===== config.mk =====
export PLATFORM = sky130hd
export DESIGN_NAME = kupyna_ctrl
export DESIGN_NICKNAME = d
export VERILOG_FILES = /design/src/rtl/kupyna_hash_engine_defines.svh /design/src/rtl/kupyna_pkg.sv /design/src/rtl/kupyna_ctrl.sv
export SDC_FILE = /design/constraint.sdc
export NUM_CORES = 1
export LEC_CHECK = 0
export ABC_CLOCK_PERIOD_IN_PS = 3800
export BUFFER_PORTS_ARGS = -buffer_cell sky130_fd_sc_hd__buf_2
export CAP_MARGIN = 20
export CORE_ASPECT_RATIO = 1.4
export CORE_MARGIN = 8
export CORE_UTILIZATION = 54
export CTS_CLUSTER_DIAMETER = 150
export DETAILED_ROUTE_END_ITERATION = 7
export PLACE_DENSITY = 0.91
export SLEW_MARGIN = 20
export SYNTH_ARGS = -nofsm -noshare
export SYNTH_HDL_FRONTEND = slang
export SYNTH_SLANG_ARGS = --single-unit

===== constraint.sdc =====
create_clock -name clk -period 3.8 [get_ports clk]
set_input_delay 0.76 -clock clk [delete_from_list [all_inputs] [get_ports clk]]
set_output_delay 0.76 -clock clk [all_outputs]
set_load 0.02 [all_outputs]

===== src/rtl/kupyna_hash_engine_defines.svh =====
// Assertion macros for the hash engine.
`ifndef KUPYNA_HASH_ENGINE_DEFINES_SVH
`define KUPYNA_HASH_ENGINE_DEFINES_SVH

// Same-cycle implication, checked outside reset.
`define KHE_ASSERT_NOW(label, ante, cons, msg) \
  label: assert property (@(posedge clk) disable iff (rst) (ante) |-> (cons)) else $error(msg);

// Next-cycle implication, checked outside reset.
`define KHE_ASSERT_NEXT(label, ante, cons, msg) \
  label: assert property (@(posedge clk) disable iff (rst) (ante) |=> (cons)) else $error(msg);

`endif


===== src/rtl/kupyna_pkg.sv =====
// Shared constants, tables, types and field math for the hash engine.
package kupyna_pkg;

  localparam int MAX_COLUMNS = 16;
  localparam int SMALL_COLUMNS = 8;
  localparam int SMALL_ROUNDS = 10;
  localparam int LARGE_ROUNDS = 14;
  localparam logic [9:0] HASH_BITS_RESET = 10'd256;
  localparam logic [9:0] SMALL_LIMIT = 10'd256;
  localparam logic [63:0] Q_CONST = 64'h00F0F0F0F0F0F0F3;
  localparam int LEN_BITS = 97;

  localparam logic [7:0] MDS_ROW [8] = '{8'h01, 8'h01, 8'h05, 8'h01,
                                         8'h08, 8'h06, 8'h07, 8'h04};

  localparam logic [7:0] SBOX [4][256] = '{
    '{8'ha8,8'h43,8'h5f,8'h06,8'h6b,8'h75,8'h6c,8'h59,8'h71,8'hdf,8'h87,8'h95,8'h17,8'hf0,8'hd8,8'h09,
      8'h6d,8'hf3,8'h1d,8'hcb,8'hc9,8'h4d,8'h2c,8'haf,8'h79,8'he0,8'h97,8'hfd,8'h6f,8'h4b,8'h45,8'h39,
      8'h3e,8'hdd,8'ha3,8'h4f,8'hb4,8'hb6,8'h9a,8'h0e,8'h1f,8'hbf,8'h15,8'he1,8'h49,8'hd2,8'h93,8'hc6,
      8'h92,8'h72,8'h9e,8'h61,8'hd1,8'h63,8'hfa,8'hee,8'hf4,8'h19,8'hd5,8'had,8'h58,8'ha4,8'hbb,8'ha1,
      8'hdc,8'hf2,8'h83,8'h37,8'h42,8'he4,8'h7a,8'h32,8'h9c,8'hcc,8'hab,8'h4a,8'h8f,8'h6e,8'h04,8'h27,
      8'h2e,8'he7,8'he2,8'h5a,8'h96,8'h16,8'h23,8'h2b,8'hc2,8'h65,8'h66,8'h0f,8'hbc,8'ha9,8'h47,8'h41,
      8'h34,8'h48,8'hfc,8'hb7,8'h6a,8'h88,8'ha5,8'h53,8'h86,8'hf9,8'h5b,8'hdb,8'h38,8'h7b,8'hc3,8'h1e,
      8'h22,8'h33,8'h24,8'h28,8'h36,8'hc7,8'hb2,8'h3b,8'h8e,8'h77,8'hba,8'hf5,8'h14,8'h9f,8'h08,8'h55,
      8'h9b,8'h4c,8'hfe,8'h60,8'h5c,8'hda,8'h18,8'h46,8'hcd,8'h7d,8'h21,8'hb0,8'h3f,8'h1b,8'h89,8'hff,
      8'heb,8'h84,8'h69,8'h3a,8'h9d,8'hd7,8'hd3,8'h70,8'h67,8'h40,8'hb5,8'hde,8'h5d,8'h30,8'h91,8'hb1,
      8'h78,8'h11,8'h01,8'he5,8'h00,8'h68,8'h98,8'ha0,8'hc5,8'h02,8'ha6,8'h74,8'h2d,8'h0b,8'ha2,8'h76,
      8'hb3,8'hbe,8'hce,8'hbd,8'hae,8'he9,8'h8a,8'h31,8'h1c,8'hec,8'hf1,8'h99,8'h94,8'haa,8'hf6,8'h26,
      8'h2f,8'hef,8'he8,8'h8c,8'h35,8'h03,8'hd4,8'h7f,8'hfb,8'h05,8'hc1,8'h5e,8'h90,8'h20,8'h3d,8'h82,
      8'hf7,8'hea,8'h0a,8'h0d,8'h7e,8'hf8,8'h50,8'h1a,8'hc4,8'h07,8'h57,8'hb8,8'h3c,8'h62,8'he3,8'hc8,
      8'hac,8'h52,8'h64,8'h10,8'hd0,8'hd9,8'h13,8'h0c,8'h12,8'h29,8'h51,8'hb9,8'hcf,8'hd6,8'h73,8'h8d,
      8'h81,8'h54,8'hc0,8'hed,8'h4e,8'h44,8'ha7,8'h2a,8'h85,8'h25,8'he6,8'hca,8'h7c,8'h8b,8'h56,8'h80},
    '{8'hce,8'hbb,8'heb,8'h92,8'hea,8'hcb,8'h13,8'hc1,8'he9,8'h3a,8'hd6,8'hb2,8'hd2,8'h90,8'h17,8'hf8,
      8'h42,8'h15,8'h56,8'hb4,8'h65,8'h1c,8'h88,8'h43,8'hc5,8'h5c,8'h36,8'hba,8'hf5,8'h57,8'h67,8'h8d,
      8'h31,8'hf6,8'h64,8'h58,8'h9e,8'hf4,8'h22,8'haa,8'h75,8'h0f,8'h02,8'hb1,8'hdf,8'h6d,8'h73,8'h4d,
      8'h7c,8'h26,8'h2e,8'hf7,8'h08,8'h5d,8'h44,8'h3e,8'h9f,8'h14,8'hc8,8'hae,8'h54,8'h10,8'hd8,8'hbc,
      8'h1a,8'h6b,8'h69,8'hf3,8'hbd,8'h33,8'hab,8'hfa,8'hd1,8'h9b,8'h68,8'h4e,8'h16,8'h95,8'h91,8'hee,
      8'h4c,8'h63,8'h8e,8'h5b,8'hcc,8'h3c,8'h19,8'ha1,8'h81,8'h49,8'h7b,8'hd9,8'h6f,8'h37,8'h60,8'hca,
      8'he7,8'h2b,8'h48,8'hfd,8'h96,8'h45,8'hfc,8'h41,8'h12,8'h0d,8'h79,8'he5,8'h89,8'h8c,8'he3,8'h20,
      8'h30,8'hdc,8'hb7,8'h6c,8'h4a,8'hb5,8'h3f,8'h97,8'hd4,8'h62,8'h2d,8'h06,8'ha4,8'ha5,8'h83,8'h5f,
      8'h2a,8'hda,8'hc9,8'h00,8'h7e,8'ha2,8'h55,8'hbf,8'h11,8'hd5,8'h9c,8'hcf,8'h0e,8'h0a,8'h3d,8'h51,
      8'h7d,8'h93,8'h1b,8'hfe,8'hc4,8'h47,8'h09,8'h86,8'h0b,8'h8f,8'h9d,8'h6a,8'h07,8'hb9,8'hb0,8'h98,
      8'h18,8'h32,8'h71,8'h4b,8'hef,8'h3b,8'h70,8'ha0,8'he4,8'h40,8'hff,8'hc3,8'ha9,8'he6,8'h78,8'hf9,
      8'h8b,8'h46,8'h80,8'h1e,8'h38,8'he1,8'hb8,8'ha8,8'he0,8'h0c,8'h23,8'h76,8'h1d,8'h25,8'h24,8'h05,
      8'hf1,8'h6e,8'h94,8'h28,8'h9a,8'h84,8'he8,8'ha3,8'h4f,8'h77,8'hd3,8'h85,8'he2,8'h52,8'hf2,8'h82,
      8'h50,8'h7a,8'h2f,8'h74,8'h53,8'hb3,8'h61,8'haf,8'h39,8'h35,8'hde,8'hcd,8'h1f,8'h99,8'hac,8'had,
      8'h72,8'h2c,8'hdd,8'hd0,8'h87,8'hbe,8'h5e,8'ha6,8'hec,8'h04,8'hc6,8'h03,8'h34,8'hfb,8'hdb,8'h59,
      8'hb6,8'hc2,8'h01,8'hf0,8'h5a,8'hed,8'ha7,8'h66,8'h21,8'h7f,8'h8a,8'h27,8'hc7,8'hc0,8'h29,8'hd7},
    '{8'h93,8'hd9,8'h9a,8'hb5,8'h98,8'h22,8'h45,8'hfc,8'hba,8'h6a,8'hdf,8'h02,8'h9f,8'hdc,8'h51,8'h59,
      8'h4a,8'h17,8'h2b,8'hc2,8'h94,8'hf4,8'hbb,8'ha3,8'h62,8'he4,8'h71,8'hd4,8'hcd,8'h70,8'h16,8'he1,
      8'h49,8'h3c,8'hc0,8'hd8,8'h5c,8'h9b,8'had,8'h85,8'h53,8'ha1,8'h7a,8'hc8,8'h2d,8'he0,8'hd1,8'h72,
      8'ha6,8'h2c,8'hc4,8'he3,8'h76,8'h78,8'hb7,8'hb4,8'h09,8'h3b,8'h0e,8'h41,8'h4c,8'hde,8'hb2,8'h90,
      8'h25,8'ha5,8'hd7,8'h03,8'h11,8'h00,8'hc3,8'h2e,8'h92,8'hef,8'h4e,8'h12,8'h9d,8'h7d,8'hcb,8'h35,
      8'h10,8'hd5,8'h4f,8'h9e,8'h4d,8'ha9,8'h55,8'hc6,8'hd0,8'h7b,8'h18,8'h97,8'hd3,8'h36,8'he6,8'h48,
      8'h56,8'h81,8'h8f,8'h77,8'hcc,8'h9c,8'hb9,8'he2,8'hac,8'hb8,8'h2f,8'h15,8'ha4,8'h7c,8'hda,8'h38,
      8'h1e,8'h0b,8'h05,8'hd6,8'h14,8'h6e,8'h6c,8'h7e,8'h66,8'hfd,8'hb1,8'he5,8'h60,8'haf,8'h5e,8'h33,
      8'h87,8'hc9,8'hf0,8'h5d,8'h6d,8'h3f,8'h88,8'h8d,8'hc7,8'hf7,8'h1d,8'he9,8'hec,8'hed,8'h80,8'h29,
      8'h27,8'hcf,8'h99,8'ha8,8'h50,8'h0f,8'h37,8'h24,8'h28,8'h30,8'h95,8'hd2,8'h3e,8'h5b,8'h40,8'h83,
      8'hb3,8'h69,8'h57,8'h1f,8'h07,8'h1c,8'h8a,8'hbc,8'h20,8'heb,8'hce,8'h8e,8'hab,8'hee,8'h31,8'ha2,
      8'h73,8'hf9,8'hca,8'h3a,8'h1a,8'hfb,8'h0d,8'hc1,8'hfe,8'hfa,8'hf2,8'h6f,8'hbd,8'h96,8'hdd,8'h43,
      8'h52,8'hb6,8'h08,8'hf3,8'hae,8'hbe,8'h19,8'h89,8'h32,8'h26,8'hb0,8'hea,8'h4b,8'h64,8'h84,8'h82,
      8'h6b,8'hf5,8'h79,8'hbf,8'h01,8'h5f,8'h75,8'h63,8'h1b,8'h23,8'h3d,8'h68,8'h2a,8'h65,8'he8,8'h91,
      8'hf6,8'hff,8'h13,8'h58,8'hf1,8'h47,8'h0a,8'h7f,8'hc5,8'ha7,8'he7,8'h61,8'h5a,8'h06,8'h46,8'h44,
      8'h42,8'h04,8'ha0,8'hdb,8'h39,8'h86,8'h54,8'haa,8'h8c,8'h34,8'h21,8'h8b,8'hf8,8'h0c,8'h74,8'h67},
    '{8'h68,8'h8d,8'hca,8'h4d,8'h73,8'h4b,8'h4e,8'h2a,8'hd4,8'h52,8'h26,8'hb3,8'h54,8'h1e,8'h19,8'h1f,
      8'h22,8'h03,8'h46,8'h3d,8'h2d,8'h4a,8'h53,8'h83,8'h13,8'h8a,8'hb7,8'hd5,8'h25,8'h79,8'hf5,8'hbd,
      8'h58,8'h2f,8'h0d,8'h02,8'hed,8'h51,8'h9e,8'h11,8'hf2,8'h3e,8'h55,8'h5e,8'hd1,8'h16,8'h3c,8'h66,
      8'h70,8'h5d,8'hf3,8'h45,8'h40,8'hcc,8'he8,8'h94,8'h56,8'h08,8'hce,8'h1a,8'h3a,8'hd2,8'he1,8'hdf,
      8'hb5,8'h38,8'h6e,8'h0e,8'he5,8'hf4,8'hf9,8'h86,8'he9,8'h4f,8'hd6,8'h85,8'h23,8'hcf,8'h32,8'h99,
      8'h31,8'h14,8'hae,8'hee,8'hc8,8'h48,8'hd3,8'h30,8'ha1,8'h92,8'h41,8'hb1,8'h18,8'hc4,8'h2c,8'h71,
      8'h72,8'h44,8'h15,8'hfd,8'h37,8'hbe,8'h5f,8'haa,8'h9b,8'h88,8'hd8,8'hab,8'h89,8'h9c,8'hfa,8'h60,
      8'hea,8'hbc,8'h62,8'h0c,8'h24,8'ha6,8'ha8,8'hec,8'h67,8'h20,8'hdb,8'h7c,8'h28,8'hdd,8'hac,8'h5b,
      8'h34,8'h7e,8'h10,8'hf1,8'h7b,8'h8f,8'h63,8'ha0,8'h05,8'h9a,8'h43,8'h77,8'h21,8'hbf,8'h27,8'h09,
      8'hc3,8'h9f,8'hb6,8'hd7,8'h29,8'hc2,8'heb,8'hc0,8'ha4,8'h8b,8'h8c,8'h1d,8'hfb,8'hff,8'hc1,8'hb2,
      8'h97,8'h2e,8'hf8,8'h65,8'hf6,8'h75,8'h07,8'h04,8'h49,8'h33,8'he4,8'hd9,8'hb9,8'hd0,8'h42,8'hc7,
      8'h6c,8'h90,8'h00,8'h8e,8'h6f,8'h50,8'h01,8'hc5,8'hda,8'h47,8'h3f,8'hcd,8'h69,8'ha2,8'he2,8'h7a,
      8'ha7,8'hc6,8'h93,8'h0f,8'h0a,8'h06,8'he6,8'h2b,8'h96,8'ha3,8'h1c,8'haf,8'h6a,8'h12,8'h84,8'h39,
      8'he7,8'hb0,8'h82,8'hf7,8'hfe,8'h9d,8'h87,8'h5c,8'h81,8'h35,8'hde,8'hb4,8'ha5,8'hfc,8'h80,8'hef,
      8'hcb,8'hbb,8'h6b,8'h76,8'hba,8'h5a,8'h7d,8'h78,8'h0b,8'h95,8'he3,8'had,8'h74,8'h98,8'h3b,8'h36,
      8'h64,8'h6d,8'hdc,8'hf0,8'h59,8'ha9,8'h4c,8'h17,8'h7f,8'h91,8'hb8,8'hc9,8'h57,8'h1b,8'he0,8'h61}
  };

  typedef struct packed {
    logic       word_acc;
    logic       load;
    logic       blk;
    logic       pad;
    logic       round;
    logic       tload;
    logic       fold;
    logic       use_q;
    logic       clr_index;
    logic       restart;
    logic [3:0] rnd;
    logic [5:0] byte_idx;
  } kupyna_cmd_t;

  typedef struct packed {
    logic       wide;
    logic       full;
    logic       two_blocks;
    logic [6:0] hb;
  } kupyna_status_t;

  function automatic logic [7:0] gf_mul(input logic [7:0] a, input logic [7:0] b);
    logic [7:0] r;
    logic [7:0] x;
    r = 8'd0;
    x = a;
    for (int i = 0; i < 8; i++) begin
      if (b[i]) r = r ^ x;
      x = x[7] ? ((x << 1) ^ 8'h1D) : (x << 1);
    end
    return r;
  endfunction

endpackage


===== src/rtl/kupyna_ctrl.sv =====
// Controller: word intake, round sequencing, output transform, digest emission.
module kupyna_ctrl #(
  parameter int MC = kupyna_pkg::MAX_COLUMNS
) (
  input  logic                       clk,
  input  logic                       rst,
  input  logic                       in_valid,
  output logic                       in_stall,
  input  logic                       last_word,
  output logic                       out_valid,
  input  logic                       out_stall,
  output logic                       last_byte,
  input  kupyna_pkg::kupyna_status_t status,
  output kupyna_pkg::kupyna_cmd_t    cmd
);

  localparam int BIG_ROUNDS = (MC == kupyna_pkg::SMALL_COLUMNS) ?
                              kupyna_pkg::SMALL_ROUNDS : kupyna_pkg::LARGE_ROUNDS;

  typedef enum logic [5:0] {
    S_IDLE   = 6'b000001,
    S_LOAD   = 6'b000010,
    S_ROUND  = 6'b000100,
    S_TLOAD  = 6'b001000,
    S_TROUND = 6'b010000,
    S_EMIT   = 6'b100000
  } state_t;

  state_t     state, state_next;
  logic [3:0] rnd, rnd_next;
  logic       blk, blk_next;
  logic       pad, pad_next;
  logic [5:0] k, k_next;
  logic       in_acc;
  logic       rnd_last;
  logic       byte_last;

  assign in_stall  = state != S_IDLE;
  assign in_acc    = in_valid && !in_stall;
  assign out_valid = state == S_EMIT;
  assign rnd_last  = rnd == (status.wide ? 4'(BIG_ROUNDS - 1)
                                         : 4'(kupyna_pkg::SMALL_ROUNDS - 1));
  assign byte_last = ({1'b0, k} + 7'd1) == status.hb;
  assign last_byte = byte_last;

  always_comb begin
    state_next = state;
    rnd_next   = rnd;
    blk_next   = blk;
    pad_next   = pad;
    k_next     = k;
    cmd        = '0;
    cmd.rnd      = rnd;
    cmd.byte_idx = k;
    cmd.blk      = blk;
    cmd.pad      = pad;
    cmd.use_q    = 1'b1;
    unique case (state)
      S_IDLE: begin
        if (in_acc) begin
          cmd.word_acc = 1'b1;
          if (last_word || status.full) begin
            pad_next   = last_word;
            blk_next   = 1'b0;
            state_next = S_LOAD;
          end
        end
      end
      S_LOAD: begin
        cmd.load   = 1'b1;
        rnd_next   = 4'd0;
        state_next = S_ROUND;
      end
      S_ROUND: begin
        cmd.round = 1'b1;
        cmd.fold  = rnd_last;
        rnd_next  = rnd + 4'd1;
        if (rnd_last) begin
          if (pad && !blk && status.two_blocks) begin
            blk_next   = 1'b1;
            state_next = S_LOAD;
          end else if (pad) begin
            state_next = S_TLOAD;
          end else begin
            cmd.clr_index = 1'b1;
            state_next    = S_IDLE;
          end
        end
      end
      S_TLOAD: begin
        cmd.tload  = 1'b1;
        rnd_next   = 4'd0;
        state_next = S_TROUND;
      end
      S_TROUND: begin
        cmd.round = 1'b1;
        cmd.use_q = 1'b0;
        cmd.fold  = rnd_last;
        rnd_next  = rnd + 4'd1;
        if (rnd_last) begin
          k_next     = 6'd0;
          state_next = S_EMIT;
        end
      end
      S_EMIT: begin
        if (!out_stall) begin
          k_next = k + 6'd1;
          if (byte_last) begin
            cmd.restart = 1'b1;
            state_next  = S_IDLE;
          end
        end
      end
      default: state_next = S_IDLE;
    endcase
  end

  always_ff @(posedge clk) begin
    if (rst) begin
      state <= S_IDLE;
      rnd   <= 4'd0;
      blk   <= 1'b0;
      pad   <= 1'b0;
      k     <= 6'd0;
    end else begin
      state <= state_next;
      rnd   <= rnd_next;
      blk   <= blk_next;
      pad   <= pad_next;
      k     <= k_next;
    end
  end

endmodule


-- After elaboration in Yosys (flattened, before gate mapping)
Cells that the tools add are included.
- flip-flop bits (word level): 18
- output and inout bits: 23
- word-level logic and storage cells: 72
- add/subtract/negate cells: 3
- equal/unequal tests: 16
- muxes and demuxes: 33
- reduce and logical (&&, ||, !) cells: 15
- operators by type and width (cell ; count):
    6-bit 2-to-1 mux ; 9
    6-bit case mux with 6 select lines ; 1
    1-bit 2-to-1 mux ; 18
    2-bit inequality test (second input constant) ; 6
    6-bit case mux with 2 select lines ; 1
    4-bit case mux with 2 select lines ; 1
    6-bit by 1-bit adder with 7-bit output (second input constant) ; 1
    7-bit equality test ; 1
    6-bit by 1-bit adder with 6-bit output (second input constant) ; 1
    6-bit by 1-bit equality test with 1-bit output (second input constant) ; 1
    6-bit by 2-bit equality test with 1-bit output (second input constant) ; 1
    6-bit by 3-bit equality test with 1-bit output (second input constant) ; 1
    6-bit by 4-bit equality test with 1-bit output (second input constant) ; 1
    6-bit by 5-bit equality test with 1-bit output (second input constant) ; 1
    6-bit equality test (second input constant) ; 1
    6-bit by 1-bit inequality test with 1-bit output (second input constant) ; 1
    3-bit AND reduction ; 2
    6-bit AND reduction ; 1
    2-bit nonzero test ; 3
    5-bit AND reduction ; 1
    4-bit by 1-bit adder with 4-bit output (second input constant) ; 1
    4-bit equality test ; 1
    4-bit 2-to-1 mux ; 1
    2-bit OR reduction ; 2
    6 further kinds ; 9

-- Longest topological paths before layout
Gate-level depths: netlist (run 1).
- word-level depth: 6
- depth in mapped cells: 7

-- Worst setup path after synthesis (run 1)
OpenSTA, ideal clock, no wires.
- path kind: register to output
- start: register k[2]
- end: output port cmd[10] (netlist name)
- arrival time: 2.365 ns
- required time: 3.040 ns
- setup slack: 0.675 ns
- cell stages (with the launch flop): 7
- path through: dfxtp_1 -> buf_2 -> and4_4 -> a21boi_1 -> or4_4 -> a2111oi_2 -> and2_1
- RTL lines (item ; line ; text):
    start, declared ; kupyna_ctrl.sv:33 ; logic [5:0] k, k_next;
    start signal, assigned ; kupyna_ctrl.sv:130 ; k <= k_next;
    end, declared ; kupyna_ctrl.sv:14 ; output kupyna_pkg::kupyna_cmd_t cmd

==> run summary, run 1 <==
initial antenna violation count: 0
crit share post-route: 0.8199
Worst Path Arrival: 2.36 ns
DR WL/cell: 15.68 um
routed vias: 1267
hold violation count in the final report: 0
Cells after Synth: 144
worst r2r path cells: 6
post-CTS sizing: 0
Initial Utilization: 0.5690
clk sinks: 18
CTS root buf: clkbuf_4
met2 Use GR: 0.2873
pin count of the biggest net entering global routing: 18
fillers: 182
NumNets Final: 197
Post-Syn Area per Cell: 8.602 um2
post-CTS setup buffers: 0
ANT cells: 0
total negative slack: 0 ns
hold_ws: 0.5022 ns
I/O pin total: 38
Yosys warning count: 0
Area Growth Syn to Fin: 15.05%
slowest cell delay on critical path: 0.51 ns
top_reg_cell synth: dfxtp_1
commonest non-fill, non-tap cell in the layout: buf_2
htree depth: 1
Worst Max-Slew Pin Slew: 0.6850 ns
Die Y: 72.67 um
Async SR Flop Fraction: 0
first-pass GRT wire length: 5264 um
RSZ-0062 raised after global routing: no
status: finished, final reports clean
Post-DRT Antenna Nets: 0
WP data required: 3.04 ns
Clock Pin Slew Worst Setup and Hold Paths: 0.10 ns
Slew Viols, Final: 0
DRC viols: 0
Synthesized Nets: 162
CP Launch Type: flop
CTS Hold Bufs: 0
DRT Pass-1 Iters: 4
most frequent cells in the layout: buf_2, nor2_1, dfxtp_1, a21oi_1
full die area: 4104 um2
Slowest cell on crit path: or4_4
DR vias/cell: 6.335
Critical Path End Type: output port
met1 usage in global routing: 0.1478
Clock Path Buffers: 2
core box area: 2177 um2
Seq/Total Area, Yosys: 0.2909
synthesis-stage register bit count: 18
port buffer count: 37
TritonCTS Buffers: 3
total chip power: 471.0 uW
PwrDens: 330.5 nW/um2
number of synthesized flops with an enable pin: 0
overall global routing resource usage: 0.1519
Slew headroom: 0.5376
total grt overflow: 0
DP Wirelength: 2513 um
1st-iter DRT viols: 57
Hold Path Depth: 1
count of final setup violators: 0
Routed WL: 3135 um
Die W: 56.48 um
vias in the first global route: 1232
routability cong.: 0.9103
met3 Usage GRT: 0.03659
min cycle time layout: 3.116 ns
standard-cell rows: 20
HP Class: flop to flop
share of layout cells above drive strength 1: 0.3034
CP Max Fanout: 10
Max Cap Viol: 0
library cells used by synthesis: 54
f_max: 0.3209 GHz
Clk Latency, worst-skew pair: 0.30 ns
CP cell instances: and4_4 > a21boi_1 > or4_4 > a2111oi_2 > and2_1 > buf_2
leakage power: 0.0006526 uW
Mapped Area: 1239 um2
grt peak-use layer: met2
CTS tree: yes
CP Class: flop to output port
Final Core Density: 0.6546
clk_skew: 0.003358 ns
peak supply drop: 219.9 uV
## cell usage after synthesis (all sizes together), types with 2 or more instances
| library cell | count | area (um2) |
|---|---|---|
| nand3 | 4 | 20.02 |
| nand3b | 3 | 35.03 |
| and2 | 4 | 25.02 |
| a21oi | 12 | 63.81 |
| inv | 7 | 26.28 |
| xnor2 | 5 | 43.79 |
| ha | 3 | 37.54 |
| or4 | 3 | 30.03 |
| buf | 5 | 45.04 |
| a31oi | 2 | 12.51 |
| nand2 | 7 | 26.28 |
| nor2 | 18 | 67.56 |
| or3 | 3 | 18.77 |
| a2bb2oi | 2 | 17.52 |
| nor3b | 3 | 27.52 |
| or4b | 2 | 20.02 |
| a211oi | 3 | 27.52 |
| o21ai | 6 | 30.03 |
| dfxtp | 18 | 360.4 |
| xor2 | 5 | 43.79 |
| nand4b | 3 | 26.28 |
## cell families (layout without fill, tap and decap cells)
family                     count (synthesis)  in the layout  share of synthesized area
and+or+nand+nor                           59             59                     0.2980
xor gates and xnor gates                  10             10                    0.07070
AOI/OAI and AO/OA                         39             39                     0.2303
buffers and inverters                     14             48                    0.07172
DFF                                       18             18                     0.2909
muxes                                      1              1                   0.008081
adders and majority gates                  3              3                    0.03031
## report_power, final
part / switching, uW / internal, uW / total (uW)
Clock: 61.0 / 58.5 / 119
Combinational: 79.7 / 58.5 / 138
Sequential: 15.4 / 198 / 213
Total: 156 / 315 / 471
## worst paths after layout
path | slack (ns) | end | start
max | 0.68 | cmd[10] | k[2]
min | 0.50 | rnd[3] | rnd[3]
max reg2reg | 1.71 | state[3] | k[0]
min reg2reg | 0.50 | rnd[3] | rnd[3]
## flip-flops by register name, indices dropped and copies added, names as in the netlist
register / cells
blk: 1
k: 6
pad: 1
rnd: 4
state: 6
## routing by layer
layer	share of wire	wire length (um)
met5	0	0
met4	0.019	61
met3	0.083	261
met2	0.52	1638
met1	0.37	1175
## stage by stage
step | worst slack, ns | instance area, um2 | cells
final | 0.6842 | 1425 | 200
after detailed placement | 0.8631 | 1389 | 196
after CTS | 0.6803 | 1425 | 200
after global placement | 0.9185 | 1389 | 196
after global routing | 0.5441 | 1425 | 200
after floorplan | 0.6746 | 1239 | 144
## worst max-delay path, delay by kind of cell (launching register included)
kind | cells | cell delay, ns
compound gates | 2 | 0.42
buf+inv | 1 | 0.16
flops | 1 | 0.50
simple gates | 3 | 0.98
## final cells by class
type	count	area, um2	share of cell area
clock buffer	4	36.28	0.02546
inverter	7	26.28	0.01844
multi-input combinational	112	789.5	0.5540
sequential	18	360.3	0.2529
tap	22	27.53	0.01932
timing repair buffer	37	185.2	0.1299
Note: power is estimated with default switching activity, not from simulation.
==> inputs of run 2 (changes only) <==
--- a/config.mk
+++ b/config.mk
@@ -5,15 +5,15 @@
 export SDC_FILE = /design/constraint.sdc
 export NUM_CORES = 1
 export LEC_CHECK = 0
-export ABC_CLOCK_PERIOD_IN_PS = 3800
+export ABC_CLOCK_PERIOD_IN_PS = 2770
 export BUFFER_PORTS_ARGS = -buffer_cell sky130_fd_sc_hd__buf_2
 export CAP_MARGIN = 20
 export CORE_ASPECT_RATIO = 1.4
 export CORE_MARGIN = 8
-export CORE_UTILIZATION = 54
+export CORE_UTILIZATION = 46
 export CTS_CLUSTER_DIAMETER = 150
 export DETAILED_ROUTE_END_ITERATION = 7
-export PLACE_DENSITY = 0.91
+export PLACE_DENSITY = 0.84
 export SLEW_MARGIN = 20
 export SYNTH_ARGS = -nofsm -noshare
 export SYNTH_HDL_FRONTEND = slang
==> constraint.sdc (replaced) <==
create_clock -name clk -period 2.77 [get_ports clk]
set_input_delay 0.554 -clock clk [delete_from_list [all_inputs] [get_ports clk]]
set_output_delay 0.554 -clock clk [all_outputs]
set_load 0.02 [all_outputs]
==> run 2 against run 1 <==
  * The flow now finishes with violations (negative setup slack)
  * Routed wire length is 21% higher
  * Power up 41%
  * Clock skew increased by 0.0080 ns
  * Global-route usage increased by 0.22 points
  * Non-clock buffer count grew 8
  * Core utilization shrank 5.2 points
  * Final area grew 9.4%
  * Via count up 2.4%
  * Clock-buffer cell count unchanged
==> run summary, run 2 (synthesized netlist as in run 1, its figures left out) <==
status: complete, but fails checks (was finished, final reports clean)
failing checks: negative setup slack
setup slack, reg-to-reg: 0.73 ns (was 1.71 ns)
post-route worst setup slack: -0.06778 ns (was 0.6842 ns)
pre-CTS WS: 0.1912 ns (was 0.8631 ns)
initial antenna violation count: 0 (unchanged)
Area Growth Syn to Fin: 25.86% (was 15.05%)
DR vias/cell: 5.847 (was 6.335)
fillers: 240 (was 182)
Clock Path Buffers: 2 (unchanged)
Die W: 59.86 um (was 56.48 um)
Worst setup startpoint: k[0] (was k[2])
clk_skew: 0.01139 ns (was 0.003358 ns)
RSZ-0062 raised after global routing: yes (was no)
DP Wirelength: 2695 um (was 2513 um)
vias in the first global route: 1303 (was 1232)
first-pass GRT wire length: 5727 um (was 5264 um)
WP data required: 2.22 ns (was 3.04 ns)
ANT cells: 0 (unchanged)
slowest cell delay on critical path: 0.56 ns (was 0.51 ns)
commonest non-fill, non-tap cell in the layout: buf_2 (unchanged)
standard-cell rows: 22 (was 20)
TritonCTS Buffers: 3 (unchanged)
HP Class: input pin to flop (was flop to flop)
Initial Utilization: 0.4787 (was 0.5690)
peak supply drop: 327.8 uV (was 219.9 uV)
leakage power: 0.0006971 uW (was 0.0006526 uW)
Routed WL: 3795 um (was 3135 um)
CP Max Fanout: 5 (was 10)
pin count of the biggest net entering global routing: 18 (unchanged)
total chip power: 662.6 uW (was 471.0 uW)
CP Capture Point: cmd[10] (unchanged)
Regs by FF count: k: 6 flops, state: 6 flops, rnd: 4 flops (unchanged)
Slew headroom: 0.5277 (was 0.5376)
NumNets Final: 205 (was 197)
full die area: 4633 um2 (was 4104 um2)
Die Y: 77.40 um (was 72.67 um)
RR Startpoint: k[0] (unchanged)
htree depth: 1 (unchanged)
DR WL/cell: 17.09 um (was 15.68 um)
r2r endpoint: state[3] (unchanged)
routed vias: 1298 (was 1267)
Post-DRT Antenna Nets: 0 (unchanged)
1st-iter DRT viols: 48 (was 57)
Clk Latency, worst-skew pair: 0.30 ns (about the same)
overall global routing resource usage: 0.1541 (was 0.1519)
Worst Max-Slew Pin Slew: 0.6995 ns (was 0.6850 ns)
I/O pin total: 38 (unchanged)
PwrDens: 425.0 nW/um2 (was 330.5 nW/um2)
CTS tree: yes (unchanged)
Max Cap Viol: 0 (unchanged)
CP Launch Type: flop (unchanged)
crit share post-route: 1.024
DRC viols: 0 (unchanged)
clk sinks: 18 (unchanged)
CP cell instances: and4_4 > a21boi_2 > or4_4 > a2111oi_4 > and2_1 > buf_6 (was and4_4 > a21boi_1 > or4_4 > a2111oi_2 > and2_1 > buf_2)
CTS root buf: clkbuf_4 (unchanged)
f_max: 0.3524 GHz
worst r2r path cells: 7 (was 6)
CP Class: flop to output port (unchanged)
core box area: 2587 um2 (was 2177 um2)
Slew Viols, Final: 0 (unchanged)
Clock Pin Slew Worst Setup and Hold Paths: 0.10 ns (about the same)
routability cong.: 0.8638 (was 0.9103)
Slowest cell on crit path: or4_4 (unchanged)
Worst Path Arrival: 2.28 ns (was 2.36 ns)
total grt overflow: 0 (unchanged)
DRT Pass-1 Iters: 5 (was 4)
count of final setup violators: 1 (was 0)
Critical Path End Type: output port (unchanged)
hold violation count in the final report: 0 (unchanged)
most frequent cells in the layout: buf_2, nor2_1, dfxtp_1, a21oi_1, buf_4 (was buf_2, nor2_1, dfxtp_1, a21oi_1)
min cycle time layout: 2.838 ns
port buffer count: 37 (unchanged)
share of layout cells above drive strength 1: 0.3656 (was 0.3034)
==> run 2: per-stage QoR <==
stage | setup TNS (ns) | area (um2) | hold WS [ns] | util | cells
5_1_grt | -0.1994 | 1559 | 0.4928 | 0.6025 | 222
3_5_place_dp | 0 | 1419 | 0.4952 | 0.5484 | 210
6_report | -0.06778 | 1559 | 0.5062 | 0.6025 | 222
2_1_floorplan | 0 | 1251 | 0.5210 | - | 144
4_1_cts | 0 | 1485 | 0.4989 | 0.5740 | 216
3_3_place_gp | 0 | 1419 | 0.4833 | 0.5484 | 210
==> run 2: worst max-delay path, delay by kind of cell, from the launching register on <==
family	cells	cell delay, ns
compound gates	2	0.47
buf+inv	1	0.12
flops	1	0.39
simple gates	3	1.01
==> run 2: layer usage <==
metal | vias up | track usage | wire (um)
li1 | 616 | - | -
met1 | 608 | 0.1598 | 1471
met3 | 12 | 0.05116 | 277
met5 | - | 0 | 0
met2 | 62 | 0.2687 | 1982
met4 | 0 | 0.06715 | 64
==> run 2: how the worst min path moves through the flow <==
stage | startpoint | endpoint | slack, ns | depth (start not counted)
CTS | last_word | pad | 0.50 | 3
floorplan | blk | blk | 0.52 | 2
detailed placement | rnd[3] | rnd[3] | 0.50 | 1
global placement | rnd[3] | rnd[3] | 0.48 | 1
global route | last_word | pad | 0.49 | 3
finish | last_word | pad | 0.51 | 3
==> run 2: power by group <==
group / switching [uW] / leakage, uW / total (uW) / internal, uW
clock: 87.8 / 0.0000210 / 168 / 80.2
combinational: 116 / 0.000527 / 205 / 88.6
sequential: 22.2 / 0.000149 / 290 / 268
total: 226 / 0.000697 / 663 / 436
==> run 2: timing repair <==
| item | in CTS | in global routing |
|---|---|---|
| pin swaps | 0 | 4 |
| hold buffers | 0 | 0 |
| gates resized for setup | 8 | 7 |
| endpoints found under the setup margin | 2 | 3 |
| buffers inserted | 2 | 6 |
==> run 2: final cells by class <==
cell class                 instances  area, um2  area share
multi-input combinational        112      824.5      0.5289
clock buffer                       4      36.28     0.02327
timing repair buffer              45      251.5      0.1613
sequential                        18      375.4      0.2408
inverter                           7      26.28     0.01685
tap                               36      45.04     0.02889
